**src/rtl/dtc_pkg.sv**
```systemverilog
package dtc_pkg;

  localparam logic [31:0] MIN_SEC       = 32'd60;
  localparam logic [31:0] HOUR_SEC      = 32'd3600;
  localparam logic [31:0] DAY_SEC       = 32'd86400;
  localparam logic [31:0] YEAR_SEC      = 32'd365 * DAY_SEC;
  localparam logic [31:0] LEAP_YEAR_SEC = 32'd366 * DAY_SEC;
  localparam logic [31:0] BLK_SEC       = 32'd1461 * DAY_SEC;
  localparam logic [31:0] YEAR_DAYS     = 32'd365;
  localparam logic [31:0] LEAP_DAYS     = 32'd366;
  localparam logic [31:0] BLK_DAYS      = 32'd1461;
  localparam logic [31:0] CENTURY_DAYS  = 32'd36525;
  localparam logic [7:0]  MAX_YEAR      = 8'd100;

  typedef struct packed {
    logic        opcode;
    logic [7:0]  bcd_year;
    logic [7:0]  bcd_month;
    logic [7:0]  bcd_day;
    logic [7:0]  bcd_hour;
    logic [7:0]  bcd_minute;
    logic [7:0]  bcd_second;
    logic [31:0] seconds_in;
  } in_item_t;

  typedef struct packed {
    logic [31:0] seconds_out;
    logic [7:0]  out_year;
    logic [4:0]  out_month;
    logic [5:0]  out_day;
    logic [5:0]  out_hour;
    logic [6:0]  out_minute;
    logic [6:0]  out_second;
    logic        ok;
  } out_item_t;

  typedef enum logic [4:0] {
    S_IDLE,
    S_FYB,
    S_FYR,
    S_FMON,
    S_FDAY,
    S_FHR,
    S_FMIN,
    S_FSEC,
    S_BDIV,
    S_BRNG,
    S_BYB,
    S_BYR,
    S_BMON,
    S_BSET,
    S_BHR,
    S_BMIN,
    S_DONE
  } state_t;

  typedef struct packed {
    state_t     st;
    logic [3:0] cnt;
  } ctrl_t;

  // step count minus one for each working state
  function automatic logic [3:0] last_cnt(state_t s);
    logic [3:0] r;
    r = 4'd0;
    case (s)
      S_FYB, S_FDAY, S_FHR, S_BYB, S_BHR: r = 4'd4;
      S_FYR, S_BYR:                        r = 4'd2;
      S_FMON, S_BMON:                      r = 4'd10;
      S_FMIN, S_BMIN:                      r = 4'd5;
      S_BDIV:                              r = 4'd15;
      default:                             r = 4'd0;
    endcase
    return r;
  endfunction

  function automatic state_t succ(state_t s);
    state_t r;
    r = S_IDLE;
    unique case (s)
      S_FYB:   r = S_FYR;
      S_FYR:   r = S_FMON;
      S_FMON:  r = S_FDAY;
      S_FDAY:  r = S_FHR;
      S_FHR:   r = S_FMIN;
      S_FMIN:  r = S_FSEC;
      S_FSEC:  r = S_DONE;
      S_BDIV:  r = S_BRNG;
      S_BRNG:  r = S_BYB;
      S_BYB:   r = S_BYR;
      S_BYR:   r = S_BMON;
      S_BMON:  r = S_BSET;
      S_BSET:  r = S_BHR;
      S_BHR:   r = S_BMIN;
      S_BMIN:  r = S_DONE;
      default: r = S_IDLE;
    endcase
    return r;
  endfunction

  function automatic logic [7:0] bcd_dec(logic [7:0] b);
    return 8'(b[7:4]) * 8'd10 + 8'(b[3:0]);
  endfunction

  // valid for v below 100
  function automatic logic [7:0] dec_bcd(logic [6:0] v);
    logic [14:0] p;
    logic [3:0]  tens;
    logic [6:0]  ones;
    p    = 15'(v) * 15'd205;
    tens = p[14:11];
    ones = v - 7'(tens) * 7'd10;
    return {tens, ones[3:0]};
  endfunction

  function automatic logic [31:0] month_days(logic lp, logic [3:0] m);
    logic [31:0] r;
    r = 32'd31;
    case (m) inside
      4'd1:                  r = lp ? 32'd29 : 32'd28;
      4'd3, 4'd5, 4'd8, 4'd10: r = 32'd30;
      default:               r = 32'd31;
    endcase
    return r;
  endfunction

  function automatic logic [31:0] month_secs(logic lp, logic [3:0] m);
    logic [31:0] r;
    r = 32'd31 * DAY_SEC;
    case (m) inside
      4'd1:                  r = lp ? 32'd29 * DAY_SEC : 32'd28 * DAY_SEC;
      4'd3, 4'd5, 4'd8, 4'd10: r = 32'd30 * DAY_SEC;
      default:               r = 32'd31 * DAY_SEC;
    endcase
    return r;
  endfunction

endpackage

```
**src/rtl/dtc_if.sv**
```systemverilog
interface dtc_in_if;
  import dtc_pkg::*;
  logic     valid;
  logic     ready;
  in_item_t data;
  modport source (output valid, output data, input ready);
  modport sink (input valid, input data, output ready);
endinterface

interface dtc_out_if;
  import dtc_pkg::*;
  logic      valid;
  logic      ready;
  out_item_t data;
  modport source (output valid, output data, input ready);
  modport sink (input valid, input data, output ready);
endinterface

```
**src/rtl/dtc_alu.sv**
```systemverilog
module dtc_alu (
  input  logic [31:0] a,
  input  logic [31:0] b,
  input  logic        sub,
  output logic [31:0] y,
  output logic        ge
);
  logic [32:0] s;

  assign s  = {1'b0, a} + {1'b0, (sub ? ~b : b)} + 33'(sub);
  assign y  = s[31:0];
  // carry out of a - b means a >= b
  assign ge = s[32];
endmodule

```
**src/rtl/dtc_ctrl.sv**
```systemverilog
module dtc_ctrl (
  input  logic           clk,
  input  logic           rst,
  input  logic           start,
  input  logic           opcode,
  input  logic           out_free,
  output dtc_pkg::ctrl_t ctl,
  output logic           ready,
  output logic           load_out
);
  import dtc_pkg::*;

  state_t     st, st_next;
  logic [3:0] cnt, cnt_next;

  always_ff @(posedge clk) begin
    if (rst) begin
      st  <= S_IDLE;
      cnt <= 4'd0;
    end else begin
      st  <= st_next;
      cnt <= cnt_next;
    end
  end

  always_comb begin
    st_next = st;
    unique case (st)
      S_IDLE: begin
        if (start) st_next = opcode ? S_BDIV : S_FYB;
      end
      S_DONE: begin
        if (out_free) st_next = S_IDLE;
      end
      default: begin
        if (cnt == 4'd0) st_next = succ(st);
      end
    endcase
    if (st_next != st) cnt_next = last_cnt(st_next);
    else if (st == S_IDLE || st == S_DONE) cnt_next = cnt;
    else cnt_next = cnt - 4'd1;
  end

  always_comb begin
    ctl.st   = st;
    ctl.cnt  = cnt;
    ready    = (st == S_IDLE);
    load_out = (st == S_DONE) && out_free;
  end
endmodule

```
**src/rtl/bcd_datetime_timestamp_convert_core.sv**
```systemverilog
// bcd date/time <-> seconds since 2000-01-01 00:00:00 converter.
// din carries one request item: opcode 0 turns the bcd fields into a 32-bit
// timestamp, opcode 1 turns seconds_in into bcd fields. dout carries one
// result item per request. both channels use valid/ready; an item moves on a
// clock edge with both high.
// the timestamp arithmetic goes through one 32-bit add / compare-subtract unit that a
// small sequencer steps through shift-add multiplies, restoring divides and
// the year and month walks. din.ready is high only while the sequencer is
// idle, so a new item is taken only after the last one has left the sequencer.
// the result sits in an output register, so the next item is accepted while
// it waits; if dout stalls, the finished result of that next item is held
// inside until the output register frees up.
// rst (synchronous) returns the sequencer to idle and drops dout.valid.
module bcd_datetime_timestamp_convert_core (
  input  logic      clk,
  input  logic      rst,
  dtc_in_if.sink    din,
  dtc_out_if.source dout
);
  import dtc_pkg::*;

  ctrl_t       ctl;
  logic        ready, load_out, out_free, in_fire;
  logic        out_valid;
  out_item_t   out_q;

  logic [31:0] acc, alu_a, alu_b, alu_y;
  logic        alu_sub, alu_ge, en;
  logic [15:0] q;
  logic [16:0] sod;
  logic        opc, okd, okt, bad, go;
  logic [6:0]  yo;
  logic [3:0]  mon;
  logic [4:0]  dm, hh;
  logic [5:0]  mm, ss;
  logic [1:0]  yr;
  logic [3:0]  mo;
  logic [7:0]  res_year;
  logic [4:0]  res_month;
  logic [5:0]  res_day;

  logic [7:0]  yd, md, dd, hd, mind, sd;
  logic        okd_c, okt_c, fleap;
  logic [1:0]  j2;
  logic [3:0]  j4;
  logic [2:0]  k3;
  logic [4:0]  yblk;

  assign in_fire  = din.valid && ready;
  assign out_free = !out_valid || dout.ready;
  assign din.ready  = ready;
  assign dout.valid = out_valid;
  assign dout.data  = out_q;

  dtc_ctrl u_ctrl (
    .clk      (clk),
    .rst      (rst),
    .start    (din.valid),
    .opcode   (din.data.opcode),
    .out_free (out_free),
    .ctl      (ctl),
    .ready    (ready),
    .load_out (load_out)
  );

  dtc_alu u_alu (
    .a   (alu_a),
    .b   (alu_b),
    .sub (alu_sub),
    .y   (alu_y),
    .ge  (alu_ge)
  );

  always_comb begin
    yd    = bcd_dec(din.data.bcd_year);
    md    = bcd_dec(din.data.bcd_month);
    dd    = bcd_dec(din.data.bcd_day);
    hd    = bcd_dec(din.data.bcd_hour);
    mind  = bcd_dec(din.data.bcd_minute);
    sd    = bcd_dec(din.data.bcd_second);
    okd_c = (yd <= MAX_YEAR) && (md >= 8'd1) && (md <= 8'd12)
            && (dd >= 8'd1) && (dd <= 8'd31);
    okt_c = (hd <= 8'd23) && (mind <= 8'd59) && (sd <= 8'd59);
  end

  // loop indexes: j2 and j4 count up while the step counter counts down, k3 follows it down
  assign j2    = 2'(4'd2 - ctl.cnt);
  assign j4    = 4'd10 - ctl.cnt;
  assign k3    = ctl.cnt[2:0];
  assign yblk  = yo[6:2];
  // within 2000..2100 only 2100 breaks the every-fourth-year rule
  assign fleap = (yo[1:0] == 2'd0) && (yo != 7'(MAX_YEAR));

  always_comb begin
    alu_a   = acc;
    alu_b   = 32'd0;
    alu_sub = 1'b0;
    en      = 1'b0;
    case (ctl.st)
      S_FYB: begin
        alu_b = BLK_SEC << k3;
        en    = okd && yblk[k3];
      end
      S_FYR: begin
        alu_b = (j2 == 2'd0) ? LEAP_YEAR_SEC : YEAR_SEC;
        en    = okd && (j2 < yo[1:0]);
      end
      S_FMON: begin
        alu_b = month_secs(fleap, j4);
        en    = okd && ((5'(j4) + 5'd1) < 5'(mon));
      end
      S_FDAY: begin
        alu_b = DAY_SEC << k3;
        en    = okd && dm[k3];
      end
      S_FHR: begin
        alu_b = HOUR_SEC << k3;
        en    = okt && hh[k3];
      end
      S_FMIN: begin
        alu_b = MIN_SEC << k3;
        en    = okt && mm[k3];
      end
      S_FSEC: begin
        alu_b = 32'(ss);
        en    = okt;
      end
      S_BDIV: begin
        alu_b   = DAY_SEC << ctl.cnt;
        alu_sub = 1'b1;
        en      = alu_ge;
      end
      S_BRNG: begin
        alu_a   = 32'(q);
        alu_b   = CENTURY_DAYS;
        alu_sub = 1'b1;
      end
      S_BYB: begin
        alu_b   = BLK_DAYS << k3;
        alu_sub = 1'b1;
        en      = alu_ge;
      end
      S_BYR: begin
        alu_b   = (yr == 2'd0) ? LEAP_DAYS : YEAR_DAYS;
        alu_sub = 1'b1;
        en      = go && alu_ge;
      end
      S_BMON: begin
        alu_b   = month_days(yr == 2'd0, mo);
        alu_sub = 1'b1;
        en      = go && alu_ge;
      end
      S_BHR: begin
        alu_b   = HOUR_SEC << k3;
        alu_sub = 1'b1;
        en      = alu_ge;
      end
      S_BMIN: begin
        alu_b   = MIN_SEC << k3;
        alu_sub = 1'b1;
        en      = alu_ge;
      end
      default: begin
        alu_b = 32'd0;
      end
    endcase
  end

  always_ff @(posedge clk) begin
    if (in_fire) begin
      acc <= din.data.opcode ? din.data.seconds_in : 32'd0;
      opc <= din.data.opcode;
      okd <= okd_c;
      okt <= okt_c;
      yo  <= yd[6:0];
      mon <= md[3:0];
      dm  <= 5'(dd - 8'd1);
      hh  <= hd[4:0];
      mm  <= mind[5:0];
      ss  <= sd[5:0];
    end else if (en) begin
      acc <= alu_y;
    end else if (ctl.st == S_BRNG) begin
      acc <= 32'(q);
    end else if (ctl.st == S_BSET) begin
      acc <= 32'(sod);
    end
  end

  always_ff @(posedge clk) begin
    if (in_fire) begin
      q <= 16'd0;
    end else begin
      case (ctl.st)
        S_BDIV, S_BYB, S_BMIN: begin
          if (alu_ge) q[ctl.cnt] <= 1'b1;
        end
        S_BHR: begin
          // hours land in q[12:8], minutes later in q[5:0]
          if (alu_ge) q[{1'b1, k3}] <= 1'b1;
        end
        S_BRNG, S_BSET: begin
          q <= 16'd0;
        end
        default: begin
          q <= q;
        end
      endcase
    end
  end

  always_ff @(posedge clk) begin
    case (ctl.st)
      S_BRNG: begin
        sod <= acc[16:0];
        bad <= alu_ge;
        go  <= 1'b1;
        yr  <= 2'd0;
        mo  <= 4'd0;
      end
      S_BYR: begin
        if (en) yr <= yr + 2'd1;
        if (ctl.cnt == 4'd0) go <= 1'b1;
        else if (!en) go <= 1'b0;
      end
      S_BMON: begin
        if (en) mo <= mo + 4'd1;
        else go <= 1'b0;
      end
      S_BSET: begin
        res_year  <= dec_bcd({q[4:0], yr});
        res_month <= 5'(dec_bcd(7'(mo) + 7'd1));
        res_day   <= 6'(dec_bcd(7'(acc[4:0]) + 7'd1));
      end
      default: begin
        go <= go;
      end
    endcase
  end

  always_ff @(posedge clk) begin
    if (rst) out_valid <= 1'b0;
    else if (load_out) out_valid <= 1'b1;
    else if (dout.ready) out_valid <= 1'b0;
  end

  always_ff @(posedge clk) begin
    if (load_out) begin
      if (!opc) begin
        out_q.seconds_out <= acc;
        out_q.out_year    <= 8'd0;
        out_q.out_month   <= 5'd0;
        out_q.out_day     <= 6'd0;
        out_q.out_hour    <= 6'd0;
        out_q.out_minute  <= 7'd0;
        out_q.out_second  <= 7'd0;
        out_q.ok          <= okd && okt;
      end else begin
        out_q.seconds_out <= 32'd0;
        out_q.out_year    <= bad ? 8'd0 : res_year;
        out_q.out_month   <= bad ? 5'd0 : res_month;
        out_q.out_day     <= bad ? 6'd0 : res_day;
        out_q.out_hour    <= 6'(dec_bcd(7'(q[12:8])));
        out_q.out_minute  <= 7'(dec_bcd(7'(q[5:0])));
        out_q.out_second  <= 7'(dec_bcd(7'(acc[5:0])));
        out_q.ok          <= !bad;
      end
    end
  end
endmodule
```
**src/flat_wrapper.sv**
```systemverilog
// flat-port wrapper written by rule: the top's interface ports become plain ports
module bcd_datetime_timestamp_convert_core_flat import dtc_pkg::*;
  (clk, rst, din_valid, din_data, din_ready, dout_valid, dout_data, dout_ready);
  dtc_in_if din_i ();
  dtc_out_if dout_i ();
  input  logic clk;
  input  logic rst;
  input wire logic [$bits(din_i.valid)-1:0] din_valid;
  input wire logic [$bits(din_i.data)-1:0] din_data;
  output wire logic [$bits(din_i.ready)-1:0] din_ready;
  output wire logic [$bits(dout_i.valid)-1:0] dout_valid;
  output wire logic [$bits(dout_i.data)-1:0] dout_data;
  input wire logic [$bits(dout_i.ready)-1:0] dout_ready;
  assign din_i.valid = din_valid;
  assign din_i.data = din_data;
  assign din_ready = din_i.ready;
  assign dout_valid = dout_i.valid;
  assign dout_data = dout_i.data;
  assign dout_i.ready = dout_ready;
  bcd_datetime_timestamp_convert_core u_core (.clk(clk), .rst(rst), .din(din_i), .dout(dout_i));
endmodule
```
**config.mk**
```make
export PLATFORM = sky130hd
export DESIGN_NAME = bcd_datetime_timestamp_convert_core_flat
export DESIGN_NICKNAME = d
export VERILOG_FILES = /design/src/rtl/dtc_pkg.sv /design/src/rtl/dtc_if.sv /design/src/rtl/dtc_alu.sv /design/src/rtl/dtc_ctrl.sv /design/src/rtl/bcd_datetime_timestamp_convert_core.sv /design/src/flat_wrapper.sv
export SDC_FILE = /design/constraint.sdc
export NUM_CORES = 1
export LEC_CHECK = 0
export BUFFER_PORTS_ARGS = -buffer_cell sky130_fd_sc_hd__buf_2
export CAP_MARGIN = 25
export CORE_MARGIN = 3
export CORE_UTILIZATION = 47
export CTS_CLUSTER_DIAMETER = 30
export CTS_CLUSTER_SIZE = 24
export DETAILED_ROUTE_END_ITERATION = 10
export PLACE_DENSITY_LB_ADDON = 0.1
export SYNTH_ARGS = -nofsm -noshare
export SYNTH_HDL_FRONTEND = slang
export SYNTH_SLANG_ARGS = --single-unit
export TNS_END_PERCENT = 50
```
**constraint.sdc**
```tcl
create_clock -name clk -period 11.8 [get_ports clk]
set_clock_uncertainty 0.2 [all_clocks]
set_input_delay 1.77 -clock clk [delete_from_list [all_inputs] [get_ports clk]]
set_output_delay 1.77 -clock clk [all_outputs]
set_load 0.005 [all_outputs]
```
==> run_results.csv <==
group,metric,value,unit
worst_setup_path,critPathArrivalTime,7.82,ns
pwr,cellLeakagePower,9.49,nW
die,die_x,202,microns
timing,finalMaxSlewViolations,0,
timing,slew_headroom,13.1,%
drt,detail-route-antenna-nets,0,
outcome,status,"complete, no violations",
drt,drc,0,
synthesis,async_reset_ff_share,0,%
clock_network,clk_path_buf_depth,3,
worst_setup_path,critical_path.max_fanout,38,
layout,antenna_cells,0,
global_route,groute.usage.overall,24.1,%
timing,fin_crit,7.50,ns
drt,firstDrtPassIters,8,
clock_network,clk_pin_slew,0.05,ns
timing,finalHoldViolations,0,
layout,n_fill_cell,3413,
layout,fin_area,21200,sq um
pwr,power.total,4.73,mW
drt,wl_per_cell,19.2,microns
synthesis,yosysTopAreaCell,"edfxtp_1",
die,die-area,41000,sq um
worst_setup_path,endpoint_kind,"flop",
die,start_util,47.9,%
placement,dp.final_hpwl,37.8,mm
clock_network,postCtsSetupBuffers,0,
clock_network,cts_resized,0,
worst_setup_path,cp.required,12.11,ns
placement,place_ws,4.61,ns
worst_setup_path,critPathTopFamily,"compound AO/OA/AOI/OAI gates",
worst_setup_path,worst-path-buf-inv,2,
layout,area_delta_synth_final,16.8,%
global_route,antenna_found_initial,0,
clock_network,cts.sinks,215,
die,fp.dieH,202,microns
global_route,grt-ovfl-total,0,
synthesis,synth_seq_cells,215,
synthesis,yosys.area_share.adder,22.7,%
synthesis,synthDistinctLibCells,81,
clock_network,root_buffer,"clkbuf_16",
worst_setup_path,max_stage_delay,1.12,ns
synthesis,synth_top_family_by_area,"adder cells",
drt,routed-via-count,14500,
placement,port_buffers,158,
worst_setup_path,crit_chain,"buf_4 -> inv_1 -> ha_1 -> or2_2 -> mux2i_1 -> nor2_1 -> a31o_2 -> o21ai_1 -> a21oi_1 -> a2111oi_0 -> xor2_1 -> ha_1 -> nand4_1 -> nor2_1 -> a221o_1 -> a41oi_1 -> a2111oi_2 -> o221ai_1 -> a221oi_1 -> a22o_1",
timing,worst_slack,4.30,ns
placement,dp_cells,2477,
synthesis,synth-edff-count,184,
synthesis,synthMuxAreaShare,1.69,%
layout,drive_above_1_share,14.0,%
synthesis,yosys_warnings,0,
layout,nNetsFinal,2401,
die,core.rowCount,71,
timing,rsz0062_at_grt,"false",
synthesis,syn-num-nets,2254,
clock_network,cts.htree.levels,2,
synthesis,synth_top_area_share,30.5,%
clock_network,tritoncts,"yes",
timing,final.setup.tns,0,ns
clock_network,cts_made_buffers,49,
die,core,37800,sq um
synthesis,yosysSeqAreaShare,33.9,%
timing,finalSetupViolCount,0,
synthesis,syn_inst,1870,
die,io_pins,159,
worst_setup_path,crit_type,"reg2reg",
drt,wl,49.2,mm
global_route,grt_pass1_wl,78.7,mm
synthesis,yosys.area_share.xor_xnor,5.61,%
synthesis,synth.avg_cell_area,9.69,sq um
synthesis,netlist_area,18100,sq um
synthesis,synthTopCellsByArea,"edfxtp_1, ha_1, fa_1",
clock_network,insertion_delay,0.58,ns
global_route,grt_start_max_net_pins,64,
run,maxCapViolations,0,
global_route,grt_pass1_vias,14600,
clock_network,holdBufCountCts,0,
drt,avgViaCountPerCell,5.63,
timing,clock.fmax,133,MHz
placement,dpl-instance-area,19400,sq um
pwr,irDropWorstVdd,0.000112,V
synthesis,synthSimpleGateAreaFrac,14.5,%
synthesis,yosys-top-cells-count,"ha_1, edfxtp_1, nand2_1",
worst_setup_path,crit_path_start_kind,"flop",
pwr,powerDensity,224,nW/um^2
timing,post-route-period-util,63.6,%
timing,tightest_slew,1.30,ns
layout,instances_no_fill,2569,
synthesis,yosysMostFrequentCell,"ha_1",
synthesis,synth_compound_area_share,16.7,%
worst_setup_path,crit_path_top_delay_cell,"a221oi_1",
placement,gp_congestion,0.960,
synthesis,synthFlopType,"edfxtp_1",
drt,drt_iter0_drc,976,
min_path,hold_path.class,"reg2reg",
==> layout by cell type, fill, tap and decap left out, types with 9 or more instances in the layout <==
cell type  Yosys  routed
or2_2         11      11
bufinv_16      0      10
fa_1          49      49
buf_2          3     158
a221oi_1      10      10
nand3_1       50      50
a22o_1        27      27
mux2i_1       25      25
xor2_1        39      39
edfxtp_1     184     184
a21oi_1      105     105
nor2b_1       42      42
nand3b_1      10      10
o211ai_1      13      13
o31ai_1       18      18
ha_1         250     250
o21ai_1       22      22
o21ai_0       56      56
clkbuf_16      0      49
a31oi_1       19      19
nor2_1       118     118
a211oi_1      10      10
xnor2_1       77      77
nand2_1      167     167
buf_4          2      15
a21o_1        40      40
nor3_1        20      20
inv_1        153     153
dfxtp_1       31      30
nand2b_1       9       9
o21a_1        12      12
o21bai_1       9       9
and2_1        55      55
==> sequential cells by signal, indices dropped and copies added, names as in the netlist, 2 cells and up, named ones only <==
name and count:
u_core.hh 5, u_core.mon 4, u_core.yr 2, u_core.res_month 5, u_core.mo 4, u_core.u_ctrl.cnt 4
u_core.ss 6, u_core.dout.data 72, u_core.dm 5, u_core.res_day 6, u_core.acc 32, u_core.yo 7
u_core.u_ctrl.st 5, u_core.mm 6, u_core.sod 17, u_core.res_year 8, u_core.q 16
==> path summary, 6_finish.rpt <==
check | from | end | slack [ns] | cells past startpoint
max | u_core.u_ctrl.cnt[0] | u_core.q[14] | 4.30 | 20
max reg2reg | u_core.u_ctrl.cnt[0] | u_core.q[14] | 4.30 | 20
min | u_core.acc[13] | u_core.sod[13] | 0.28 | 0
min reg2reg | u_core.acc[13] | u_core.sod[13] | 0.28 | 0
==> routing by layer <==
layer	GRT usage (%)	up-vias	wire [microns]
met1	30.6	6930	21300
li1	-	7097	-
met4	8.93	0	1550
met3	3.45	86	2210
met2	42.0	356	24200
met5	0	-	0
==> cell families (layout without fill, tap and decap cells) <==
group,Yosys count,count (layout)
adder cells (fa/ha/maj),299,299
multiplexers,29,29
buffers and inverters,234,422
flip-flops,215,215
AO/OA/AOI/OAI,443,443
AND/OR/NAND/NOR,534,534
XOR/XNOR,116,116
==> per-stage QoR <==
stage | util [%] | hold WS, ns
2_1_floorplan | - | 0.233
3_3_place_gp | 51.2 | 0.257
3_5_place_dp | 51.3 | 0.265
4_1_cts | 55.9 | 0.283
5_1_grt | 55.9 | 0.296
6_report | 55.9 | 0.284
==> layout make-up <==
cell class                 instances  area, sq um  area share [%]
inverter                         155          582            2.75
clock buffer                      56         1250            5.92
tap                              511          639            3.02
timing repair buffer             175          935            4.42
multi-input combinational       1421        11100            52.4
clock inverter                    36          512            2.42
sequential                       215         6150            29.0
==> power breakdown <==
group          switching, mW  internal, mW  leakage [nW]  total, mW
sequential            0.0754         0.972          1.93       1.05
combinational           1.36         0.891          6.73       2.26
clock                  0.447         0.984         0.833       1.43
==> worst reg2reg max path: stages, from the launching register on <==
cell and delay [ns]:
dfxtp_1 0.30, buf_4 0.37, inv_1 0.39, ha_1 0.55, or2_2 0.39, mux2i_1 0.16, nor2_1 0.09, a31o_2 0.23
o21ai_1 0.15, a21oi_1 0.14, a2111oi_0 0.48, xor2_1 0.15, ha_1 0.42, nand4_1 0.25, nor2_1 0.16, a221o_1 0.26
a41oi_1 0.30, a2111oi_2 0.88, o221ai_1 0.21, a221oi_1 1.12, a22o_1 0.25
Power figures use the tool's default switching activity.
